File: src/dlr_ram.sv
// ----------------------------------------------------------------------------
// dlr_ram
// Simple dual-port RAM, one write port, one registered read port.
// ----------------------------------------------------------------------------
module dlr_ram #(
  parameter int WIDTH = 8,
  parameter int DEPTH = 256
) (
  input  logic                     clk,
  input  logic                     we,
  input  logic [$clog2(DEPTH)-1:0] waddr,
  input  logic [WIDTH-1:0]         wdata,
  input  logic                     re,
  input  logic [$clog2(DEPTH)-1:0] raddr,
  output logic [WIDTH-1:0]         rdata
);

  logic [WIDTH-1:0] mem [DEPTH];
  logic [WIDTH-1:0] rdata_r;

  always_ff @(posedge clk) begin
    if (we) begin
      mem[waddr] <= wdata;
    end
    if (re) begin
      rdata_r <= mem[raddr];
    end
  end

  assign rdata = rdata_r;

endmodule

File: config.mk
export PLATFORM = sky130hd
export DESIGN_NAME = dlr_ram
export DESIGN_NICKNAME = d
export VERILOG_FILES = /design/src/dlr_ram.sv
export SDC_FILE = /design/constraint.sdc
export NUM_CORES = 2
export LEC_CHECK = 0
export BUFFER_PORTS_ARGS = -buffer_cell sky130_fd_sc_hd__buf_2
export CAP_MARGIN = 20
export CORE_MARGIN = 2
export CORE_UTILIZATION = 59
export CTS_BUF_LIST = sky130_fd_sc_hd__clkbuf_4
export CTS_CLUSTER_SIZE = 25
export DETAILED_ROUTE_END_ITERATION = 7
export GPL_TIMING_DRIVEN = 0
export PLACE_DENSITY_LB_ADDON = 0.15
export SLEW_MARGIN = 20
export SYNTH_ARGS = -nofsm -noshare
export SYNTH_HDL_FRONTEND = slang
export SYNTH_SLANG_ARGS = --single-unit
File: constraint.sdc
create_clock -name clk -period 2.54 [get_ports clk]
set_input_delay 0.381 -clock clk [delete_from_list [all_inputs] [get_ports clk]]
set_output_delay 0.381 -clock clk [all_outputs]
set_load 0.05 [all_outputs]
* Word-level counts from Yosys, hierarchy flattened
Memories as Yosys holds them, arrays and structs flattened. A register that Yosys moved wholly into a read port is not among the register bits.
Cells that the tools add are included.
** Operators by class
- Muxes and demuxes :: 2
** Operator list (count)
- 2-to-1 mux 1 bit :: 2
** Storage, ports and cells
- Register bits :: 0
- Memories :: 1
- RAM bits :: 2048
** Memory list
- mem :: depth 256, width 8, read ports 1, clocked after memory_dff 1, wr ports 1, line 18 : logic [WIDTH-1:0] mem [DEPTH];

* Depth between registers and ports, before layout
- Depth in word-level cells :: 2
- Gate-level depth with buffers :: 11
- Mapped depth without buffers :: 6

* Worst setup path after synthesis
No wires, ideal clock.
- Path type :: in2reg
- Start :: input port raddr[0]
- End :: register rdata_r[2], in the netlist rdata[2] (read register of mem), data pin
- Slack :: 0.083 ns
- Arrival time :: 2.188 ns
- Stages on the path :: 9
- Path buffers :: 4
- Path through :: buf_6 buf_12 buf_8 buf_2 mux4_2 a22oi_1 a21oi_1 nor4_1 nor4_2
** RTL lines
- from (decl) :: line 14 : input logic [$clog2(DEPTH)-1:0] raddr,
- to (decl) :: line 19 : logic [WIDTH-1:0] rdata_r;

* Final worst setup path
- Start :: input port we
- End :: memory mem[97][1] (enable)
** Between the ends
- Longest elaborated chain between the ends :: 2
** Ends and longest elaborated chain
- from (decl) :: line 10 : input logic we,
- 2-to-1 mux 1 bit :: line 22 : if (we) begin
- 2-to-1 mux 1 bit (implied by the code) :: line 23 : mem[waddr] <= wdata;
- to (decl) :: line 18
No other way between the ends.

==> flow_metrics.env <==
export IMPL_clock_sinks=2056
export IMPL_wire_per_inst_um=36.6
export IMPL_maxCapViolations=0
export IMPL_synth_ff_type="edfxtp_1"
export IMPL_area_growth_syn_to_layout_pct=13.7
export IMPL_intPower_uw=53500
export IMPL_p_leak_uw=0.0288
export IMPL_root_buffer="clkbuf_4"
export IMPL_swShare_pct=23.0
export IMPL_timing_slew_headroom_pct=17.2
export IMPL_clkLatencyLatePin_ns=1.36
export IMPL_synth_commonest_cells="edfxtp_1 (2056), mux4_2 (454), nor2_1 (282)"
export IMPL_start_util_pct=59.5
export IMPL_clock_power_share_pct=40.0
export IMPL_arrival_ns=3.76
export IMPL_p_sw_uw=16000
export IMPL_drive_above_1_share_pct=34.1
export IMPL_finalWorstSetupSlack_ns=-0.302
export IMPL_crit_fanout=10
export IMPL_crit_type="primary input to flip-flop"
export IMPL_synth_top_area_share_pct=77.5
export IMPL_die_h_um=371
export IMPL_grt_pass1_vias=43600
export IMPL_antenna_found_initial=17
export IMPL_hold_start="wdata[7]"
export IMPL_ys_ff_latch=2056
export IMPL_yosysWarnings=0
export IMPL_postCtsSetupBuffers=0
export IMPL_hold_path_endpoint="mem[56][7]$_DFFE_PP_"
export IMPL_multi_input_area_um2=17200
export IMPL_status="complete, but fails checks"
export IMPL_yosysUniqueCellTypes=54
export IMPL_postPlaceCellArea_um2=83000
export IMPL_cts_inserted_buffers=539
export IMPL_slowest_delay_ns=0.88
export IMPL_ff2ff_path_depth=6
export IMPL_seqCellArea_um2=61700
export IMPL_hold_class="primary input to flip-flop"
export IMPL_std_cell_rows=134
export IMPL_r2r_setup_slack_ns=-0.10
export IMPL_r2r_start="mem[173][0]$_DFFE_PP_"
export IMPL_cts_buffer_depth=4
export IMPL_tightest_slew_ns=1.24
export IMPL_drc=0
export IMPL_combPwrFrac_pct=6.1
export IMPL_portBuffers=27
export IMPL_min_period_ns=2.84
export IMPL_timing_final_max_slew_violations=0
export IMPL_overflow=0
export IMPL_cts_tree="yes"
export IMPL_rsz0062_at_grt="true"
export IMPL_hold_violations=0
export IMPL_failed_checks="negative setup slack"
export IMPL_gp_congestion=0.978
export IMPL_required_ns=3.45
export IMPL_coreArea_um2=134000
export IMPL_track_usage_pct=35.0
export IMPL_cp_cell_sequence="dlygate4sd3_1 > clkbuf_1 > buf_1 > nand3_1 > clkbuf_2 > nor2_1"
export IMPL_r2r_end="rdata[0]$_DFFE_PP_"
export IMPL_dr_pass1_iters=8
export IMPL_syn_num_nets=3760
export IMPL_ir_drop_uv=596
export IMPL_dieArea_um2=138000
export IMPL_hold_depth=2
export IMPL_pwr_share_seq_pct=53.8
export IMPL_via_per_inst=6.82
export IMPL_post_dp_hpwl_mm=157
export IMPL_fill_cells=8735
export IMPL_start_kind="primary input"
export IMPL_finalSetupViolCount=311
export IMPL_fmax_ghz=0.352
export IMPL_vias=44100
export IMPL_async_flop_share_pct=0
export IMPL_die_width_um=371
export IMPL_pwr_density_cell_nw_per_um2=768
export IMPL_synth_area_um2=79600
export IMPL_yosys_area_top_type="edfxtp_1"
export IMPL_ys_seq_area_share_pct=77.5
export IMPL_clk_pin_slew_ns=0.06
export IMPL_final_area_um2=90600
export IMPL_post_route_period_util_pct=112
export IMPL_drt_total_wl_mm=237
export IMPL_cp_slowest_cell="nor2_1"
export IMPL_ant_nets=0
export IMPL_synth_area_leaders="edfxtp_1 (78%), mux4_2 (13%), mux2i_1 (1.7%)"
export IMPL_syn_inst=3733
export IMPL_drt_iter0_drc=7338
export IMPL_ios=35
export IMPL_grt_max_degree=121
export IMPL_finClkSkew_ns=0.103
export IMPL_htreeDepth=6
export IMPL_post_synth_top_count_cell="edfxtp_1"
export IMPL_syn_area_per_cell_um2=21.3
export IMPL_layout_nets=4395
export IMPL_synth_edf_count=2056
export IMPL_power_uw=69600
export IMPL_fin_setup_tns_ns=-36.51
export IMPL_grt_pass1_wl_mm=326
export IMPL_setup_worst_path_end_class="flip-flop"
## cells by family after synthesis
| logic type | synth area share [%] |
|---|---|
| buffers and inverters | 1.83 |
| and+or+nand+nor | 2.63 |
| AOI/OAI and AO/OA | 3.42 |
| muxes | 14.6 |
| DFF | 77.5 |
## what timing repair did
item / 4_1_cts / 5_1_grt
resized for setup: 95 / 101
cloned: 0 / 0
endpoints found under the setup margin: 11 / 611
pin swaps: 5 / 12
endpoints found under the hold margin: 2222 / 0
hold buffers: 34 / 0
## stage by stage
step	hold slack [ns]	cells	worst slack (ns)	util, %
after floorplan	0.480	3733	0.0829	-
after global placement	0.797	5528	-3.14	61.3
after detailed placement	0.761	5562	-2.41	62.0
after CTS	0.000819	6455	-0.00615	67.4
after global routing	0.0455	6461	-0.195	67.7
final	0.0785	6468	-0.302	67.7
## how the worst max path moves through the flow
stage / from / to / slack [ns] / cells after the start
after floorplan: raddr[0] / rdata[2]$_DFFE_PP_ / 0.08 / 9
after global placement: raddr[4] / rdata[2]$_DFFE_PP_ / -3.14 / 8
after detailed placement: raddr[2] / rdata[7]$_DFFE_PP_ / -2.41 / 9
after CTS: rdata[0]$_DFFE_PP_ / rdata[0] / -0.006 / 1
after global routing: we / mem[98][6]$_DFFE_PP_ / -0.20 / 6
final: we / mem[97][1]$_DFFE_PP_ / -0.30 / 6
## registers in the layout, indices dropped and copies added, names as in the netlist
name and cells:
mem 2048, rdata 8
## power groups by stage
stage | registers, µW | logic, µW | clock network (µW)
after detailed placement | 38200 | 3920 | 0
after global placement | 38300 | 3740 | 0
after CTS | 37400 | 4090 | 27900
after global routing | 37400 | 4330 | 29700
after floorplan | 38200 | 1820 | 0
final | 37400 | 4270 | 27800
## area by class of cell
| class | count | area share, % |
|---|---|---|
| Sequential cell | 2056 | 68.2 |
| Multi-Input combinational cell | 1442 | 19.0 |
| Clock buffer | 753 | 6.24 |
| Tap cell | 1768 | 2.44 |
| Buffer | 232 | 1.73 |
| Timing Repair Buffer | 95 | 1.57 |
| Clock inverter | 107 | 0.804 |
| Antenna cell | 13 | 0.0359 |
| Inverter | 2 | 0.00829 |
## critical path, delay by kind of cell
kind,cells,cell delay (ns)
buffers and inverters,4,2.14
AND/OR/NAND/NOR,2,1.20
## cell usage in the layout, fill, tap and decap left out, types with 45 or more instances in the layout
cell type	synthesis	layout
a22oi_1	133	132
clkbuf_1	111	58
clkbuf_2	0	49
clkbuf_4	0	757
mux4_2	454	454
clkinv_1	1	74
edfxtp_1	2056	2056
buf_2	31	53
nor2_1	282	218
o221ai_1	46	45
nor2_2	0	62
a21oi_1	96	91
mux2i_1	134	134
## per-layer routing
metal	up-vias	routed length [µm]	GRT usage, %
met1	22500	82200	47.1
met5	-	65	0
li1	17300	-	-
met4	12	13100	18.4
met2	3595	107000	51.1
met3	695	34100	12.3
(Power assumes the default switching activity.)
